$ cat src/rtl/hrrn_ram.sv
// Generic single-port-write, single-port-read RAM with registered read.
// No dependencies.
module hrrn_ram #(
  parameter int WIDTH = 8,
  parameter int DEPTH = 16
) (
  input  logic                     clk,
  input  logic                     wr_en,
  input  logic [$clog2(DEPTH)-1:0] wr_addr,
  input  logic [WIDTH-1:0]         wr_data,
  input  logic [$clog2(DEPTH)-1:0] rd_addr,
  output logic [WIDTH-1:0]         rd_data
);
  logic [WIDTH-1:0] mem [DEPTH];

  // Write port and registered read port.
  always_ff @(posedge clk) begin
    if (wr_en) begin
      mem[wr_addr] <= wr_data;
    end
    rd_data <= mem[rd_addr];
  end
endmodule

$ cat config.mk
export PLATFORM = sky130hd
export DESIGN_NAME = hrrn_ram
export DESIGN_NICKNAME = d
export VERILOG_FILES = /design/src/rtl/hrrn_ram.sv
export SDC_FILE = /design/constraint.sdc
export NUM_CORES = 1
export LEC_CHECK = 0
export BUFFER_PORTS_ARGS = -buffer_cell sky130_fd_sc_hd__clkbuf_2
export CORE_MARGIN = 2
export CORE_UTILIZATION = 33
export CTS_CLUSTER_DIAMETER = 30
export DETAILED_ROUTE_END_ITERATION = 7
export PLACE_DENSITY_LB_ADDON = 0.12
export SYNTH_ARGS = -nofsm -noshare
export SYNTH_HDL_FRONTEND = slang
export SYNTH_SLANG_ARGS = --single-unit
$ cat constraint.sdc
create_clock -name clk -period 1.5 [get_ports clk]
set_input_delay 0.075 -clock clk [delete_from_list [all_inputs] [get_ports clk]]
set_output_delay 0.075 -clock clk [all_outputs]
set_load 0.005 [all_outputs]
==> metrics, run 1 <==
global-route wire length before repair approximately 16000 um; hold path cells 1; Port Buffer Count 25; yosys warns 0; I/O Pins 26; CTS root buf clkbuf_16; # clock sinks roughly 140; Clock Tree Buf Depth 2; maximum number of pins on one net before global-route repair 24; Most used DFF post-synth edfxtp_1; dpl ws -0.0696 ns; Layout Skew roughly 0.009 ns; FFs w/ async S/R, synth 0%; Via-to-Cell Ratio 5.01; via count 2429; H-tree levels 4; status completed; Final Critical Period 1.36 ns; vias in the first global route around 2.5k; final setup vio count 0; share of cells above drive strength 1 30.0%; Site Rows 45; DRT iter0 DRCs approximately 180; setup ws final 0.142 ns; worst flop-to-flop path endpoint rd_data[1]; RSZ-0062 raised after global routing false; critical path capture point type flip-flop; EDFF count, synth approximately 130; routability congestion estimate just under 0.7; syn avg cell area around 22 um^2; Register Area about 4000 um^2; Reg-to-Reg Start mem[3][1]; drt pass-1 iters 4; final slew viol count 0; Synth Cell Area a little over 5000 um^2; Routed WL roughly 11000 um; fin util roughly two fifths; # hold bufs at CTS 0; Multi-input gate area approximately 1100 um^2; GRT Total Usage between 10% and 20%; Core Region between 15000 and 20000 um^2; critical path required time between 1.5 and 2 ns; sequential share of the synthesized area between 70% and 80%; post-synth cell types 19; synthesized instance count approximately 230; worst reg-to-reg path cell count 3; synth-to-layout area growth 19.8%; Die W between 100 and 150 um; clock latency on the worst-skew pair roughly 0.42 ns; die height roughly 130 um; Peak supply drop approximately 0.81 mV; dpl hpwl just under 7000 um; CP arrival around 1.7 ns; CP max FO 1; clock slew at reported path FFs approximately 0.050 ns; critical path endpoint rd_data[1]; final worst path period share approximately 91%; GRT Residual Overflow 0; drt drc 0; Initial Util about 34%; post-CTS resize count 0; worst slew pin tran 0.772 ns; Final Hold Violating Endpoints 0; setup bufs post-CTS 0; CTS tree built; fmax 737 MHz; TritonCTS Buffers 17; initial antenna violation count 0; n_diodes 0; critical path launch point mem[3][1]; nets@finish approximately 300; max cap viols 0; Hold Path Class input pin to flip-flop; startpoint types flip-flop; setup TNS 0 ns; fill cell count 1390; post-route ant nets 0; wire per inst between 20 and 25 um; die area roughly 17000 um^2; Synth Net Count roughly 250; Slew HR 48.4%; Pwr per Cell Area between 1000 and 1500 nW/um^2; number of synthesized register bits around 140; static leakage 0.00209 uW; CP Class flip-flop to flip-flop; FF-to-FF setup slack about 0.14 ns
==> how the worst min path moves through the flow <==
stage	from	endpoint	slack (ns)
floorplan	wr_data[0]	mem[0][0]	0.17
CTS	wr_data[0]	mem[11][0]	0.10
global route	wr_data[7]	mem[13][7]	0.13
detailed placement	rd_data[6]	rd_data[6]	0.45
global placement	rd_data[6]	rd_data[6]	0.45
finish	wr_data[1]	mem[3][1]	0.11
==> cell families (layout without fill, tap and decap cells) <==
logic type / after synthesis / after routing / synth area share [%]
AO/OA/AOI/OAI: 16 / 16 / 2.33
flip-flops: 136 / 136 / 77.8
buffers and inverters: 10 / 78 / 1.68
multiplexers: 32 / 32 / 15.0
AND/OR/NAND/NOR: 35 / 35 / 3.18
==> Yosys cell counts, types with 2 or more instances <==
master           count  area, um^2
buf_2                3        15.0
dfxtp_1              8         160
a22oi_1             16         120
clkdlybuf4s25_2      3        30.0
nor2_1              13        48.8
edfxtp_1           128        3840
nand2b_1             2        12.5
nor3_1               4        20.0
nand2_1              9        33.8
mux4_2              18         405
buf_6                3        33.8
nand3b_1             2        15.0
mux4_1              14         368
==> critical path, cell delays in order (launching register included) <==
cell and delay [ns]:
edfxtp_1 0.37, mux4_1 0.48, a22oi_1 0.30, nand2_1 0.09
==> sequential cells by signal, indices dropped and copies added (netlist names) <==
signal,count
rd_data,8
mem,128
==> layout make-up <==
cell class | instances | share of cell area [%]
multi-input cells | 83 | 17.2
clock buffers | 28 | 7.89
well taps | 188 | 3.81
clock inverters | 4 | 0.731
repair buffers | 46 | 5.40
flip-flops and latches | 136 | 64.9
==> cell usage in the layout, fill, tap and decap left out <==
cell type and instances:
nor2b_1 1, clkbuf_16 17, nand2_1 9, and2_1 1, edfxtp_1 128, nor2_1 13, or3b_2 1, nor3_1 3
and2b_1 1, nand3b_1 2, nand3_1 1, buf_12 4, mux4_2 18, bufinv_16 1, clkbuf_8 2, nand2b_1 2
clkbuf_1 9, mux4_1 14, dfxtp_1 8, buf_4 17, clkinv_2 3, clkbuf_2 25, nor3_2 1, a22oi_1 16
==> where the power goes <==
part           total [uW]  leakage [uW]  internal, uW  switching, uW
Clock                3780      0.000260          2360           1420
Combinational         403      0.000604           180            223
Sequential           4280       0.00122          4250           30.0
==> metal layers <==
layer	GRT usage (%)	wire (um)	vias up
li1	-	-	1085
met1	20.1	5280	1280
met2	20.5	4860	51
met3	4.62	471	13
met4	5.37	119	0
met5	0	0	-
==> stage by stage <==
| step | area, um^2 | std cells | hold WS, ns | total power, uW |
|---|---|---|---|---|
| 6_report | 6170 | 485 | 0.112 | 8460 |
| 5_1_grt | 6170 | 485 | 0.129 | 8760 |
| 4_1_cts | 6170 | 485 | 0.103 | 8560 |
| 3_5_place_dp | 5630 | 453 | 0.452 | 4780 |
| 3_3_place_gp | 5630 | 453 | 0.450 | 4770 |
| 2_1_floorplan | 5150 | 229 | 0.174 | 4560 |
No activity file was read; power rests on OpenSTA's default activity.
==> inputs of run 2 (changes only) <==
Settings changed: CORE_MARGIN 2 to not set.
==> run 2 against run 1 <==
Effect of this change: non-clock buffer count rose by 14; wire length rose by 3.2%; global-route usage rose by 1.0 points; critical path depth did not move; first-iteration DRC count increased by 6.7%; setup slack got worse by 0.068 ns; final cell count grew 2.9%; sequential power hardly changed; clock power is 6.6% higher; worst hold slack lost 0.023 ns; core utilization rose by 1.1 points; largest power group unchanged.
==> metrics, run 2 (synthesis results as in run 1) <==
drt drc 0 (unchanged); initial antenna violation count 0 (unchanged); maximum number of pins on one net before global-route repair 28 (was 24); Peak supply drop 0.896 mV (was 0.814 mV); setup ws final 0.0743 ns (was 0.142 ns); total design power 8750 uW (was 8460 uW); Slowest-stage cell, CP mux4_1 (unchanged); dpl hpwl 7350 um (was 6790 um); wire per inst 22.2 um (was 22.1 um); CP delay by family, top multiplexers (unchanged); Largest regs mem (128), rd_data (8) (unchanged); Die W 127 um (was 129 um); DRT iter0 DRCs 190 (was 178); RSZ-0062 raised after global routing false (unchanged); final slew viol count 0 (unchanged); Clock Tree Buf Depth 2 (unchanged); CTS root buf clkbuf_16 (unchanged); Multi-input gate area 1070 um^2 (was 1060 um^2); max reg flops 128 (unchanged); Pwr per Cell Area 1380 nW/um^2 (was 1370 nW/um^2); clock latency on the worst-skew pair 0.41 ns (was 0.42 ns); fin util 41.7% (was 40.6%); critical path capture point type flip-flop (unchanged); most common cell after layout, fill and taps aside edfxtp_1 (unchanged); CP peak stage delay 0.52 ns (was 0.48 ns); crit-path cells mux4_1 -> a22oi_1 -> nand2_1 (unchanged); routability congestion estimate 0.717 (was 0.693); via count 2492 (was 2429); GRT Total Usage 15.2% (was 14.2%); Slew HR 42.8% (was 48.4%); Layout Skew 0.00444 ns (was 0.00901 ns); M1 WL 5210 um (was 5280 um); CP max FO 1 (unchanged); startpoint types flip-flop (unchanged); global-route wire length before repair 16500 um (was 16100 um); setup TNS 0 ns (unchanged); final worst path period share 95.0% (was 90.5%); Initial Util 33.9% (unchanged); Via-to-Cell Ratio 4.99 (was 5.01); post-route ant nets 0 (unchanged); fmax 701 MHz (was 737 MHz); vias in the first global route 2560 (was 2522); CP Class flip-flop to flip-flop (unchanged); commonest cells after routing, fill and taps aside 128 x edfxtp_1, 29 x buf_4, 25 x clkbuf_2 (was 128 x edfxtp_1, 25 x clkbuf_2, 18 x mux4_2); met2 wire len 5190 um (was 4860 um); clock slew at reported path FFs 0.05 ns (about the same); GRT Residual Overflow 0 (unchanged); # clock sinks 136 (unchanged); Routed WL 11100 um (was 10700 um); critical path required time 1.79 ns (was 1.80 ns); FF-to-FF setup slack 0.07 ns (was 0.14 ns); share of cells above drive strength 1 34.1% (was 30.0%); status completed (unchanged); die height 127 um (was 129 um); top layer in use met4 (unchanged); max cap viols 0 (unchanged); nets@finish 316 (was 302); CTS tree built (unchanged); die area 16100 um^2 (was 16600 um^2); fill cell count 1337 (was 1390); static leakage 0.00219 uW (was 0.00209 uW); I/O Pins 26 (unchanged); synth-to-layout area growth 23.2% (was 19.8%); Final Hold Violating Endpoints 0 (unchanged); n_diodes 0 (unchanged); Core Region 15200 um^2 (unchanged); Port Buffer Count 25 (unchanged); Site Rows 45 (unchanged); TritonCTS Buffers 17 (unchanged); Register Area 4000 um^2 (unchanged); H-tree levels 4 (unchanged); drt pass-1 iters 4 (unchanged); worst slew pin tran 0.856 ns (was 0.772 ns); WL met3 568 um (was 471 um); buffer and inverter count on the worst path 0 (unchanged); Top reg by flops mem (unchanged); Hold Path Class input pin to flip-flop (unchanged); dpl ws -0.164 ns (was -0.0696 ns); final setup vio count 0 (unchanged); CP arrival 1.71 ns (was 1.65 ns); Final Critical Period 1.43 ns (was 1.36 ns)
run 2: worst reg2reg max path, delay by kind of cell, from the launching register on:
family	cells	cell delay [ns]
flops	1	0.37
mux	1	0.52
compound gates	1	0.30
simple gates	1	0.11
run 2: worst paths after layout:
path / from / endpoint / cells after the start
worst max-delay path: mem[1][1] / rd_data[1] / 3
worst min-delay path: wr_data[4] / mem[0][4] / 1
worst max register to register: mem[1][1] / rd_data[1] / 3
worst min register to register: mem[14][2] / rd_data[2] / 3
run 2: layout make-up:
cell class | instances | share of cell area [%]
Multi-Input combinational cell | 83 | 16.8
Tap cell | 188 | 3.71
Timing Repair Buffer | 60 | 7.30
Clock buffer | 21 | 6.95
Clock inverter | 11 | 2.05
Sequential cell | 136 | 63.2
run 2: routing by layer:
metal | up-vias | global-route usage, %
met3 | 7 | 4.98
met5 | - | 0
met4 | 0 | 6.09
li1 | 1116 | -
met1 | 1302 | 20.5
met2 | 67 | 22.9
run 2: per-stage QoR:
| stage | hold slack [ns] | std cells | cell area [um^2] |
|---|---|---|---|
| after floorplan | 0.174 | 229 | 5150 |
| after global placement | 0.449 | 467 | 5760 |
| after detailed placement | 0.450 | 467 | 5760 |
| after CTS | 0.0965 | 499 | 6330 |
| after global routing | 0.124 | 499 | 6340 |
| final | 0.0887 | 499 | 6340 |
run 2: repair_timing:
action,CTS,global route
gates resized for setup,0,1
setup endpoints to repair,0,1
hold buffers,0,0
setup buffers,0,0
run 2: report_power, final:
group	internal (uW)	switching, uW	leakage, uW
clock	2580	1440	0.000281
sequential	4250	27.2	0.00122
combinational	203	242	0.000685
==> inputs of run 3 (changes only) <==
==> constraint.sdc (replaced) <==
create_clock -name clk -period 1.5 [get_ports clk]
set_input_delay 0.3 -clock clk [delete_from_list [all_inputs] [get_ports clk]]
set_output_delay 0.3 -clock clk [all_outputs]
set_load 0.005 [all_outputs]
==> run 3 against run 2 <==
Effect of this change: critical path depth unchanged; highest routed layer unchanged; worst hold slack improved by 0.22 ns; final cell count increased by 1.0%; first-iteration DRC count increased by 16%; non-clock buffer count increased by 5.
==> metrics, run 3 (synthesis results as in run 1) <==
status completed (unchanged); buffer and inverter count on the worst path 0 (unchanged); final worst path period share 93.2% (was 95.0%); via count 2464 (was 2492); Peak supply drop 0.758 mV (was 0.896 mV); Register Area 4000 um^2 (unchanged); Die W 127 um (unchanged); Comb pwr share 5.0% (was 5.1%); Slowest-stage cell, CP mux4_1 (unchanged); vias in the first global route 2661 (was 2560); worst reg-to-reg path cell count 3 (unchanged); die height 127 um (unchanged); post-CTS resize count 0 (unchanged); RSZ-0062 raised after global routing false (unchanged); Core Region 15200 um^2 (unchanged); Hold Path Class input pin to flip-flop (unchanged); I/O Pins 26 (unchanged); fmax 715 MHz (was 701 MHz); most common cell after layout, fill and taps aside edfxtp_1 (unchanged); CP peak stage delay 0.52 ns (about the same); Layout Skew 0.0109 ns (was 0.00444 ns); Slew HR 39.2% (was 42.8%); CP delay by family, top multiplexers (unchanged); clock share of power 46.9% (was 46.0%); share of cells above drive strength 1 35.8% (was 34.1%); startpoint types flip-flop (unchanged); setup bufs post-CTS 0 (unchanged); CP Class flip-flop to flip-flop (unchanged); Top reg by flops mem (unchanged); maximum number of pins on one net before global-route repair 21 (was 28); drt drc 0 (unchanged); initial antenna violation count 0 (unchanged); Final Critical Period 1.40 ns (was 1.43 ns); die area 16100 um^2 (unchanged); critical path required time 1.78 ns (was 1.79 ns); TritonCTS Buffers 17 (unchanged); worst hold margin 0.307 ns (was 0.0887 ns); Clock Tree Buf Depth 2 (unchanged); CTS root buf clkbuf_16 (unchanged); Seq pwr share 48.1% (was 48.9%); global-route wire length before repair 16600 um (was 16500 um); post-route ant nets 0 (unchanged); critical path capture point type flip-flop (unchanged); Int Power 7180 uW (was 7040 uW); H-tree levels 4 (unchanged); # clock sinks 136 (unchanged); Multi-input gate area 1070 um^2 (unchanged); max cap viols 0 (unchanged); CTS tree built (unchanged); GRT Residual Overflow 0 (unchanged); post-route cell area 6380 um^2 (was 6340 um^2); max reg flops 128 (unchanged); final setup vio count 0 (unchanged); fin util 42.0% (was 41.7%); Net Sw Frac 19.3% (was 19.6%); GRT Total Usage 15.2% (about the same); fill cell count 1370 (was 1337); nets@finish 321 (was 316); worst slew pin tran 0.910 ns (was 0.856 ns); dpl hpwl 7330 um (was 7350 um); wire per inst 22.0 um (was 22.2 um); Via-to-Cell Ratio 4.89 (was 4.99); CP arrival 1.68 ns (was 1.71 ns); routability congestion estimate 0.711 (was 0.717); Final Hold Violating Endpoints 0 (unchanged); Placed Area 5780 um^2 (was 5760 um^2); n_diodes 0 (unchanged); CP max FO 1 (unchanged); Sw Pwr 1710 uW (about the same); synth-to-layout area growth 24.0% (was 23.2%); # hold bufs at CTS 0 (unchanged); Routed WL 11100 um (about the same); final slew viol count 0 (unchanged); commonest cells after routing, fill and taps aside 128 x edfxtp_1, 36 x buf_4, 25 x clkbuf_2 (was 128 x edfxtp_1, 29 x buf_4, 25 x clkbuf_2); Largest regs mem (128), rd_data (8) (unchanged); static leakage 0.00221 uW (was 0.00219 uW); Levels on crit path 3 (unchanged); DRT iter0 DRCs 220 (was 190); hold path cells 1 (unchanged); Site Rows 45 (unchanged); drt pass-1 iters 4 (unchanged); Pwr per Cell Area 1390 nW/um^2 (was 1380 nW/um^2); crit-path cells mux4_1 -> a22oi_1 -> nand2_1 (unchanged); clock latency on the worst-skew pair 0.41 ns (about the same); clock slew at reported path FFs 0.06 ns (was 0.05 ns); setup TNS 0 ns (unchanged); Port Buffer Count 25 (unchanged); Initial Util 33.9% (unchanged)
==> run 3: power by group through the flow <==
stage	clock [uW]	sequential [uW]	combinational [uW]
2_1_floorplan	0	4350	216
3_3_place_gp	0	4360	446
3_5_place_dp	0	4360	448
4_1_cts	4260	4280	449
5_1_grt	4420	4290	482
6_report	4170	4280	441
==> run 3: worst paths after layout <==
path	start	end	slack [ns]
worst max-delay path	mem[1][0]	rd_data[0]	0.10
worst min-delay path	wr_data[1]	mem[12][1]	0.31
worst max register to register	mem[1][0]	rd_data[0]	0.10
worst min register to register	mem[14][3]	rd_data[3]	0.67
==> run 3: area by class of cell <==
cell class	instances	share of cell area (%)
flip-flops and latches	136	62.7
clock inverters	9	1.92
multi-input cells	83	16.7
clock buffers	23	7.49
repair buffers	65	7.45
well taps	188	3.69
==> run 3: through the flow <==
| step | setup WS [ns] | power (uW) | std cells |
|---|---|---|---|
| detailed placement | -0.392 | 4810 | 472 |
| global route | 0.0457 | 9190 | 504 |
| finish | 0.102 | 8900 | 504 |
| CTS | 0.0455 | 8990 | 504 |
| floorplan | -0.0661 | 4560 | 229 |
| global placement | -0.387 | 4810 | 472 |
==> run 3: metal layers <==
metal / global-route usage (%) / up-vias / routed length [um]
li1: - / 1121 / -
met1: 21.1 / 1276 / 5360
met2: 22.8 / 63 / 5150
met3: 4.81 / 4 / 488
met4: 5.04 / 0 / 87
met5: 0 / - / 0
